===== config.mk =====
export PLATFORM = sky130hd
export DESIGN_NAME = damped_sine_shake_offset
export DESIGN_NICKNAME = d
export VERILOG_FILES = /design/src/hw/rtl/dsso_pkg.sv /design/src/hw/rtl/dsso_iter_unit.sv /design/src/hw/rtl/damped_sine_shake_offset.sv
export VERILOG_INCLUDE_DIRS = /design/src /design/src/hw/rtl
export SDC_FILE = /design/constraint.sdc
export NUM_CORES = 1
export LEC_CHECK = 0
export BUFFER_PORTS_ARGS = -buffer_cell sky130_fd_sc_hd__buf_2
export CORE_UTILIZATION = 57
export DETAILED_ROUTE_END_ITERATION = 10
export HOLD_SLACK_MARGIN = 0.12
export PLACE_DENSITY = 0.79
export SLEW_MARGIN = 20
export SYNTH_ARGS = -nofsm -noshare
export SYNTH_HDL_FRONTEND = slang
export SYNTH_SLANG_ARGS = --single-unit

===== constraint.sdc =====
create_clock -name clk_i -period 7.4 [get_ports clk_i]
set_input_delay 0.37 -clock clk_i [delete_from_list [all_inputs] [get_ports clk_i]]
set_output_delay 0.37 -clock clk_i [all_outputs]
set_load 0.02 [all_outputs]

===== src/hw/rtl/damped_sine_shake_offset_defines.svh =====
// Assertion macros shared by the damped shake offset design.
`ifndef DAMPED_SINE_SHAKE_OFFSET_DEFINES_SVH
`define DAMPED_SINE_SHAKE_OFFSET_DEFINES_SVH

// The property must hold at every clock edge outside reset.
`define DSSO_ASSERT(label, clk, rst_n, prop, msg) \
  label: assert property (@(posedge clk) disable iff (!rst_n) (prop)) else $error(msg);

// The condition must never be true at a clock edge outside reset.
`define DSSO_ASSERT_NEVER(label, clk, rst_n, cond, msg) \
  `DSSO_ASSERT(label, clk, rst_n, !(cond), msg)

`endif


===== src/hw/rtl/dsso_pkg.sv =====
package dsso_pkg;

  localparam int unsigned TICK_BITS     = 12;
  localparam int unsigned TICK_MAX      = (1 << TICK_BITS) - 1;
  localparam int unsigned START_TICKS_W = 12;
  localparam int unsigned CAM_W         = 32;
  localparam int unsigned OFFSET_W      = 28;
  localparam int unsigned POS_W         = 4;
  localparam int unsigned SINE_W        = 11;
  localparam int unsigned EXP_W         = 11;
  localparam int unsigned EXP_IDX_W     = 6;
  localparam int unsigned QUO_W         = EXP_IDX_W + 1;
  localparam int unsigned DIV_STEPS     = QUO_W;
  localparam int unsigned AMP_SHIFT     = 5;
  localparam int unsigned PROD_W        = SINE_W + EXP_W + 1;
  localparam int unsigned CNT_W         = $clog2(TICK_BITS + 1);

  localparam logic [POS_W-1:0]     SINE_LAST   = 4'd9;
  localparam logic [EXP_IDX_W-1:0] EXP_IDX_MAX = 6'd63;

  localparam logic ACT_TICK  = 1'b0;
  localparam logic ACT_START = 1'b1;

  typedef struct packed {
    logic                 start;
    logic [TICK_BITS-1:0] rem;
    logic [TICK_BITS-1:0] total;
    logic [POS_W-1:0]     pos;
  } dsso_req_t;

  typedef struct packed {
    logic                       done;
    logic signed [OFFSET_W-1:0] offset;
  } dsso_resp_t;

  function automatic logic signed [SINE_W-1:0] sine_rom(input logic [POS_W-1:0] idx);
    logic signed [SINE_W-1:0] val;
    case (idx)
      4'd0:    val = -11'sd601;
      4'd1:    val = -11'sd973;
      4'd2:    val = -11'sd973;
      4'd3:    val = -11'sd601;
      4'd5:    val = 11'sd602;
      4'd6:    val = 11'sd974;
      4'd7:    val = 11'sd974;
      4'd8:    val = 11'sd602;
      default: val = 11'sd0;
    endcase
    return val;
  endfunction

  function automatic logic [EXP_W-1:0] exp_rom(input logic [EXP_IDX_W-1:0] idx);
    logic [EXP_W-1:0] val;
    case (idx)
      6'd0:  val = 11'd1024; 6'd1:  val = 11'd945;  6'd2:  val = 11'd873;
      6'd3:  val = 11'd807;  6'd4:  val = 11'd745;  6'd5:  val = 11'd688;
      6'd6:  val = 11'd636;  6'd7:  val = 11'd587;  6'd8:  val = 11'd542;
      6'd9:  val = 11'd501;  6'd10: val = 11'd463;  6'd11: val = 11'd427;
      6'd12: val = 11'd395;  6'd13: val = 11'd364;  6'd14: val = 11'd337;
      6'd15: val = 11'd311;  6'd16: val = 11'd287;  6'd17: val = 11'd265;
      6'd18: val = 11'd245;  6'd19: val = 11'd226;  6'd20: val = 11'd209;
      6'd21: val = 11'd193;  6'd22: val = 11'd178;  6'd23: val = 11'd165;
      6'd24: val = 11'd152;  6'd25: val = 11'd140;  6'd26: val = 11'd130;
      6'd27: val = 11'd120;  6'd28: val = 11'd110;  6'd29: val = 11'd102;
      6'd30: val = 11'd94;   6'd31: val = 11'd87;   6'd32: val = 11'd80;
      6'd33: val = 11'd74;   6'd34: val = 11'd68;   6'd35: val = 11'd63;
      6'd36: val = 11'd58;   6'd37: val = 11'd54;   6'd38: val = 11'd50;
      6'd39: val = 11'd46;   6'd40: val = 11'd42;   6'd41: val = 11'd39;
      6'd42: val = 11'd36;   6'd43: val = 11'd33;   6'd44: val = 11'd31;
      6'd45: val = 11'd28;   6'd46: val = 11'd26;   6'd47: val = 11'd24;
      6'd48: val = 11'd22;   6'd49: val = 11'd20;   6'd50: val = 11'd19;
      6'd51: val = 11'd17;   6'd52: val = 11'd16;   6'd53: val = 11'd15;
      6'd54: val = 11'd14;   6'd55: val = 11'd13;   6'd56: val = 11'd12;
      6'd57: val = 11'd11;   6'd58: val = 11'd10;   6'd59: val = 11'd9;
      6'd60: val = 11'd8;    6'd61: val = 11'd8;    6'd62: val = 11'd7;
      default: val = 11'd6;
    endcase
    return val;
  endfunction

  function automatic logic [TICK_BITS-1:0] sat_ticks(input logic [START_TICKS_W-1:0] t);
    if (32'(t) > 32'(TICK_MAX)) begin
      return TICK_BITS'(TICK_MAX);
    end
    return TICK_BITS'(t);
  endfunction

endpackage


===== src/hw/rtl/dsso_iter_unit.sv =====
module dsso_iter_unit import dsso_pkg::*; (
  input  logic       clk_i,
  input  logic       rst_ni,
  input  dsso_req_t  req_i,
  output dsso_resp_t resp_o
);

  typedef enum logic [1:0] {
    U_IDLE,
    U_DIV,
    U_AMP,
    U_MUL
  } unit_state_e;

  unit_state_e          state_q;
  logic [CNT_W-1:0]     cnt_q;
  logic                 done_q;
  logic [TICK_BITS-1:0] total_q;
  logic [POS_W-1:0]     pos_q;
  logic [TICK_BITS:0]   part_q;
  logic [QUO_W-1:0]     quo_q;
  logic [OFFSET_W-1:0]  mcand_q;
  logic [TICK_BITS-1:0] mplier_q;
  logic [OFFSET_W-1:0]  acc_q;

  logic [OFFSET_W-1:0]  add_a;
  logic [OFFSET_W-1:0]  add_b;
  logic                 add_sub;
  logic [OFFSET_W:0]    add_sum;
  logic                 div_ge;
  logic [TICK_BITS-1:0] div_rest;
  logic [EXP_IDX_W-1:0] exp_idx;
  logic signed [PROD_W-1:0] amp_prod;

  // One adder serves both the restoring divide and the shift-add multiply.
  always_comb begin
    if (state_q == U_DIV) begin
      add_a   = OFFSET_W'(part_q);
      add_b   = OFFSET_W'(total_q);
      add_sub = 1'b1;
    end else begin
      add_a   = acc_q;
      add_b   = mplier_q[0] ? mcand_q : '0;
      add_sub = 1'b0;
    end
    add_sum  = {1'b0, add_a} + {1'b0, (add_sub ? ~add_b : add_b)} + (OFFSET_W + 1)'(add_sub);
    div_ge   = add_sum[OFFSET_W];
    div_rest = div_ge ? add_sum[TICK_BITS-1:0] : part_q[TICK_BITS-1:0];
  end

  always_comb begin
    if (quo_q[QUO_W-1]) begin
      exp_idx = '0;
    end else if (quo_q[EXP_IDX_W-1:0] == '0) begin
      exp_idx = EXP_IDX_MAX;
    end else begin
      exp_idx = EXP_IDX_W'(0) - quo_q[EXP_IDX_W-1:0];
    end
    amp_prod = PROD_W'(sine_rom(pos_q)) * $signed(PROD_W'(exp_rom(exp_idx)));
  end

  always_ff @(posedge clk_i or negedge rst_ni) begin
    if (!rst_ni) begin
      state_q  <= U_IDLE;
      cnt_q    <= '0;
      done_q   <= 1'b0;
      total_q  <= '0;
      pos_q    <= '0;
      part_q   <= '0;
      quo_q    <= '0;
      mcand_q  <= '0;
      mplier_q <= '0;
      acc_q    <= '0;
    end else begin
      done_q <= 1'b0;
      case (state_q)
        U_IDLE: begin
          if (req_i.start) begin
            total_q <= req_i.total;
            pos_q   <= req_i.pos;
            part_q  <= {1'b0, req_i.rem};
            quo_q   <= '0;
            cnt_q   <= '0;
            state_q <= U_DIV;
          end
        end
        U_DIV: begin
          part_q <= {div_rest, 1'b0};
          quo_q  <= {quo_q[QUO_W-2:0], div_ge};
          if (cnt_q == CNT_W'(DIV_STEPS - 1)) begin
            state_q <= U_AMP;
          end else begin
            cnt_q <= cnt_q + CNT_W'(1);
          end
        end
        U_AMP: begin
          mcand_q  <= OFFSET_W'(amp_prod >>> AMP_SHIFT);
          mplier_q <= total_q;
          acc_q    <= '0;
          cnt_q    <= '0;
          state_q  <= U_MUL;
        end
        U_MUL: begin
          acc_q    <= add_sum[OFFSET_W-1:0];
          mcand_q  <= {mcand_q[OFFSET_W-2:0], 1'b0};
          mplier_q <= mplier_q >> 1;
          if (cnt_q == CNT_W'(TICK_BITS - 1)) begin
            done_q  <= 1'b1;
            state_q <= U_IDLE;
          end else begin
            cnt_q <= cnt_q + CNT_W'(1);
          end
        end
        default: state_q <= U_IDLE;
      endcase
    end
  end

  assign resp_o.done   = done_q;
  assign resp_o.offset = $signed(acc_q);

endmodule


===== src/hw/rtl/damped_sine_shake_offset.sv =====
// Channel   Direction  Handshake                Payload
// input     in         in_valid_i / in_stall_o  action_i, start_ticks_i, camera_y_i
// output    out        out_valid_o / out_stall_i camera_y_out_o, offset_o, applied_o
//
// A start, an idle tick or a tick that ends the shake goes via S_OUT to the output.
// A tick that forms a new offset also passes S_START and S_CALC, for 7 divide
// steps and TICK_BITS multiply steps, all through the one adder in dsso_iter_unit.
// Reset clears the shake state, so the block starts idle with a zero offset.
// The input is stalled while a transaction is being worked on, and a finished result
// waits in the output register for as long as the output is stalled.

`include "damped_sine_shake_offset_defines.svh"

module damped_sine_shake_offset import dsso_pkg::*; (
  input  logic                       clk_i,
  input  logic                       rst_ni,
  input  logic                       in_valid_i,
  output logic                       in_stall_o,
  input  logic                       action_i,
  input  logic [START_TICKS_W-1:0]   start_ticks_i,
  input  logic signed [CAM_W-1:0]    camera_y_i,
  output logic                       out_valid_o,
  input  logic                       out_stall_i,
  output logic signed [CAM_W-1:0]    camera_y_out_o,
  output logic signed [OFFSET_W-1:0] offset_o,
  output logic                       applied_o
);

  typedef enum logic [1:0] {
    S_IDLE,
    S_START,
    S_CALC,
    S_OUT
  } state_e;

  state_e                     state_q;
  logic                       shaking_q;
  logic [TICK_BITS-1:0]       rem_q;
  logic [TICK_BITS-1:0]       total_q;
  logic [POS_W-1:0]           pos_q;
  logic signed [OFFSET_W-1:0] cur_q;
  logic signed [CAM_W-1:0]    cam_q;
  logic                       applied_q;
  logic                       out_valid_q;
  logic signed [CAM_W-1:0]    cam_out_q;
  logic signed [OFFSET_W-1:0] offset_out_q;
  logic                       applied_out_q;

  logic [TICK_BITS-1:0] rem_dec;
  logic [TICK_BITS-1:0] start_sat;
  logic [POS_W-1:0]     pos_next;
  logic                 take_off;
  logic                 go_calc;
  dsso_req_t            unit_req;
  dsso_resp_t           unit_resp;

  assign rem_dec   = (rem_q != '0) ? rem_q - TICK_BITS'(1) : rem_q;
  assign start_sat = sat_ticks(start_ticks_i);
  assign pos_next  = (pos_q == POS_W'(1)) ? SINE_LAST : pos_q - POS_W'(1);

  assign take_off = (action_i == ACT_START) ? (start_ticks_i != '0 && shaking_q)
                                            : (shaking_q && cur_q != '0);
  assign go_calc  = (action_i == ACT_TICK) && shaking_q && (cur_q == '0 || rem_dec != '0);

  assign unit_req.start = (state_q == S_START);
  assign unit_req.rem   = rem_q;
  assign unit_req.total = total_q;
  assign unit_req.pos   = pos_q;

  dsso_iter_unit u_iter (
    .clk_i  (clk_i),
    .rst_ni (rst_ni),
    .req_i  (unit_req),
    .resp_o (unit_resp)
  );

  always_ff @(posedge clk_i or negedge rst_ni) begin
    if (!rst_ni) begin
      state_q       <= S_IDLE;
      shaking_q     <= 1'b0;
      rem_q         <= '0;
      total_q       <= '0;
      pos_q         <= '0;
      cur_q         <= '0;
      cam_q         <= '0;
      applied_q     <= 1'b0;
      out_valid_q   <= 1'b0;
      cam_out_q     <= '0;
      offset_out_q  <= '0;
      applied_out_q <= 1'b0;
    end else begin
      if (state_q == S_OUT && (!out_valid_q || !out_stall_i)) begin
        out_valid_q <= 1'b1;
      end else if (out_valid_q && !out_stall_i) begin
        out_valid_q <= 1'b0;
      end
      case (state_q)
        S_IDLE: begin
          if (in_valid_i) begin
            cam_q     <= take_off ? camera_y_i - CAM_W'(cur_q) : camera_y_i;
            applied_q <= 1'b0;
            state_q   <= go_calc ? S_START : S_OUT;
            if (take_off) begin
              cur_q <= '0;
            end
            if (action_i == ACT_START) begin
              if (start_ticks_i != '0) begin
                shaking_q <= 1'b1;
                rem_q     <= start_sat;
                total_q   <= start_sat;
                pos_q     <= SINE_LAST;
              end
            end else if (shaking_q && cur_q != '0) begin
              rem_q <= rem_dec;
              if (rem_dec == '0) begin
                shaking_q <= 1'b0;
                pos_q     <= '0;
              end
            end
          end
        end
        S_START: state_q <= S_CALC;
        S_CALC: begin
          if (unit_resp.done) begin
            cur_q     <= unit_resp.offset;
            cam_q     <= cam_q + CAM_W'($signed(unit_resp.offset));
            pos_q     <= pos_next;
            applied_q <= 1'b1;
            state_q   <= S_OUT;
          end
        end
        S_OUT: begin
          if (!out_valid_q || !out_stall_i) begin
            cam_out_q     <= cam_q;
            offset_out_q  <= cur_q;
            applied_out_q <= applied_q;
            state_q       <= S_IDLE;
          end
        end
        default: state_q <= S_IDLE;
      endcase
    end
  end

  assign in_stall_o     = (state_q != S_IDLE);
  assign out_valid_o    = out_valid_q;
  assign camera_y_out_o = cam_out_q;
  assign offset_o       = offset_out_q;
  assign applied_o      = applied_out_q;

  `DSSO_ASSERT_NEVER(a_idle_no_offset, clk_i, rst_ni,
                     !shaking_q && cur_q != '0, "offset held while not shaking")
  `DSSO_ASSERT_NEVER(a_shake_state, clk_i, rst_ni,
                     shaking_q && (rem_q == '0 || pos_q == '0 || pos_q > SINE_LAST),
                     "bad shake count or sine position")
  `DSSO_ASSERT(a_done_in_calc, clk_i, rst_ni,
               unit_resp.done |-> state_q == S_CALC, "unit finished outside calculation")
  `DSSO_ASSERT(a_accept_busy, clk_i, rst_ni,
               (state_q == S_IDLE && in_valid_i) |=> state_q != S_IDLE,
               "accepted transaction not taken up")

endmodule

==> impl_metrics.ini <==
[worst_setup_path]
slowest_delay_ps = 530
required_ps = 7880
cp-end-kind = flip-flop
start_kind = flip-flop
cp_num_buf_inv = 8
critical_path.top_delay_family = adder cells
slowest_stage = fa_1
path_class = reg -> reg
crit_fanout = 6
cp.arrival_ps = 7880

[timing]
slew_headroom_pct = 29.0
rsz0062_at_grt = true
setup_viol = 0
layout_setup_ws_ps = 4.07
fmax_ghz = 0.135
fin_crit_sh_pct = 99.9
tightest_slew_ps = 1050
hold_viol_final = 0
fin_skew_ps = 28.6
drv_slew = 0
period_needed_ps = 7400

[grt]
grt_overflow = 0
grt_pass1_wl_um = 102000
grt_max_degree = 97
grt_pass1_vias = 19170
antenna_found_initial = 0
groute.usage.overall_pct = 32.9

[logic_synthesis]
mappedNetlistNets = 2813
ys_seq_area_share_pct = 30.3
syn_inst = 2496
synth_flop_cell = dfrtp_1
yosys_register_bits = 265
synth_area_um2 = 21900
synth_edf_count = 0
yosys.cell_types.count = 90
synthArstFlopShare_pct = 100
yosys_warnings = 0
avgSynthCellArea_um2 = 8.77

[cells_and_area]
drive_above_1_share_pct = 19.1
area_delta_synth_final_pct = 15.9
mostFrequentLayoutCell = nand2_1
fillCellCount = 2971
nets = 2993
final_cell_mix = nand2_1, dfrtp_1, o21ai_0, ha_1, inv_1
multiInputGateArea_um2 = 14600
seq_area_um2 = 6630
antenna_cells = 0

[min_path]
hp-class = in -> reg

[clock_tree]
clock_tree.root_cell = clkbuf_16
insertion_delay_ps = 570
max-clock-path-buffers = 3
cts_tree = built
ctsHtreeMaxLevel = 1
path_clk_slew_ps = 70
cts_num_sinks = 265
numCtsBuffers = 28

[placed_design]
detailed_place_hpwl_um = 48400
port_buffers = 111
gp_congestion = 0.967
dp_slack_ps = -323

[drt]
vias_per_cell = 6.16
via_count = 19765
first_iter_violations = 1566
wire_per_inst_um = 20.1
drtAntennaViolNets = 0
first_pass_iters = 5
post-route-drc-count = 0
routed_wl_um = 64400

[floorplan]
die_width_um = 198
ios = 112
die_h_um = 198
start_util_pct = 58.0
die-area_um2 = 39200
coreArea_um2 = 37800
num_rows = 71

[run_status]
status = finished, final reports clean

[flow_run]
cap_violations = 0
[flip-flops by register name (all words and copies together) (netlist names), 12 cells and up]
register,cells
u_iter.mplier_q,12
camera_y_out_o,32
u_iter.mcand_q,28
u_iter.acc_q,28
u_iter.part_q,13
total_q,12
u_iter.total_q,12
rem_q,12
cur_q,28
offset_o,28
cam_q,32
[final cells by class]
class / instances / area share [%]
inverter: 187 / 2.77
clock inverter: 15 / 0.981
tap: 511 / 2.52
clock buffer: 37 / 3.09
sequential: 265 / 26.1
multi-input combinational: 1936 / 57.6
timing repair buffer: 258 / 6.88
[repair_timing]
action / in CTS / in global routing
hold buffers: 14 / 0
cloned: 1 / 0
pin swaps: 33 / 50
setup buffers: 9 / 7
endpoints found under the setup margin: 19 / 22
endpoints found under the hold margin: 93 / 0
gates resized for setup: 57 / 55
[kinds of logic (layout without fill, tap and decap cells)]
kind of cell | count (synthesis) | count (layout) | synth area share [%]
mux | 137 | 137 | 6.79
compound gates | 665 | 665 | 19.2
xor+xnor | 87 | 87 | 3.48
buf+inv | 296 | 497 | 5.15
simple gates | 778 | 779 | 17.0
fa+ha+maj | 268 | 268 | 18.2
flops | 265 | 265 | 30.3
[worst min-delay path, cell delays in order]
cell     delay, ps
buf_2          110
a21oi_1         60
a21oi_1        130
[synthesized netlist by cell type, types with 9 or more instances]
cell / instances / area, µm²
nand2_1: 313 / 1170
dfrtp_1: 265 / 6630
o21ai_0: 187 / 936
ha_1: 185 / 2310
inv_1: 184 / 691
a21oi_1: 177 / 886
nor2_1: 161 / 604
clkbuf_1: 92 / 345
mux2_2: 89 / 1000
fa_1: 83 / 1660
nand2b_1: 54 / 338
mux2i_1: 47 / 470
xnor2_1: 47 / 412
a21o_1: 44 / 330
a22o_1: 41 / 359
nor3_1: 41 / 205
nor2b_1: 40 / 250
xor2_1: 40 / 350
nand3_1: 32 / 160
nor3b_1: 28 / 210
a31oi_1: 27 / 169
a211oi_1: 23 / 173
nand4_1: 23 / 144
o21a_1: 18 / 135
and2_1: 17 / 106
o21ai_1: 16 / 80.1
nor4_1: 15 / 93.8
o211ai_1: 15 / 113
o21bai_1: 12 / 90.1
or3_1: 12 / 75.1
o31ai_1: 11 / 82.6
and3_1: 9 / 56.3
buf_1: 9 / 33.8
[metal layers]
layer	share of wire (%)	global-route usage, %	vias to the layer above
met2	46	53.0	732
met1	44	46.3	9739
met4	3.0	9.22	0
met5	0	0	-
li1	-	-	9156
met3	6.8	4.46	138
[path summary, 6_finish.rpt]
kind                            startpoint                  to  slack, ps  cells past startpoint
max reg2reg                u_iter.quo_q[1]  u_iter.mcand_q[20]          4                     34
max in group asynchronous           rst_ni  u_iter.mcand_q[26]       5700                      3
min reg2reg                     total_q[4]          total_q[4]        470                      2
min in group asynchronous           rst_ni         offset_o[0]        400                      2
max                        u_iter.quo_q[1]  u_iter.mcand_q[20]          4                     34
min                         camera_y_i[27]           cam_q[27]        160                      3
[per-stage QoR]
step	TNS, ps	cells	hold slack (ps)	instance area, µm²	utilization [%]
after floorplan	0	2496	74.4	22000	-
after global placement	-1470	3126	388	23700	62.7
after detailed placement	-4290	3126	392	23700	62.7
after CTS	0	3202	153	25100	66.5
after global routing	-4480	3209	180	25400	67.3
final	0	3209	160	25400	67.3
Power is left out: the tool's default activity adds up to more than one toggle a clock period on the data nets, which glitch-free logic cannot reach.
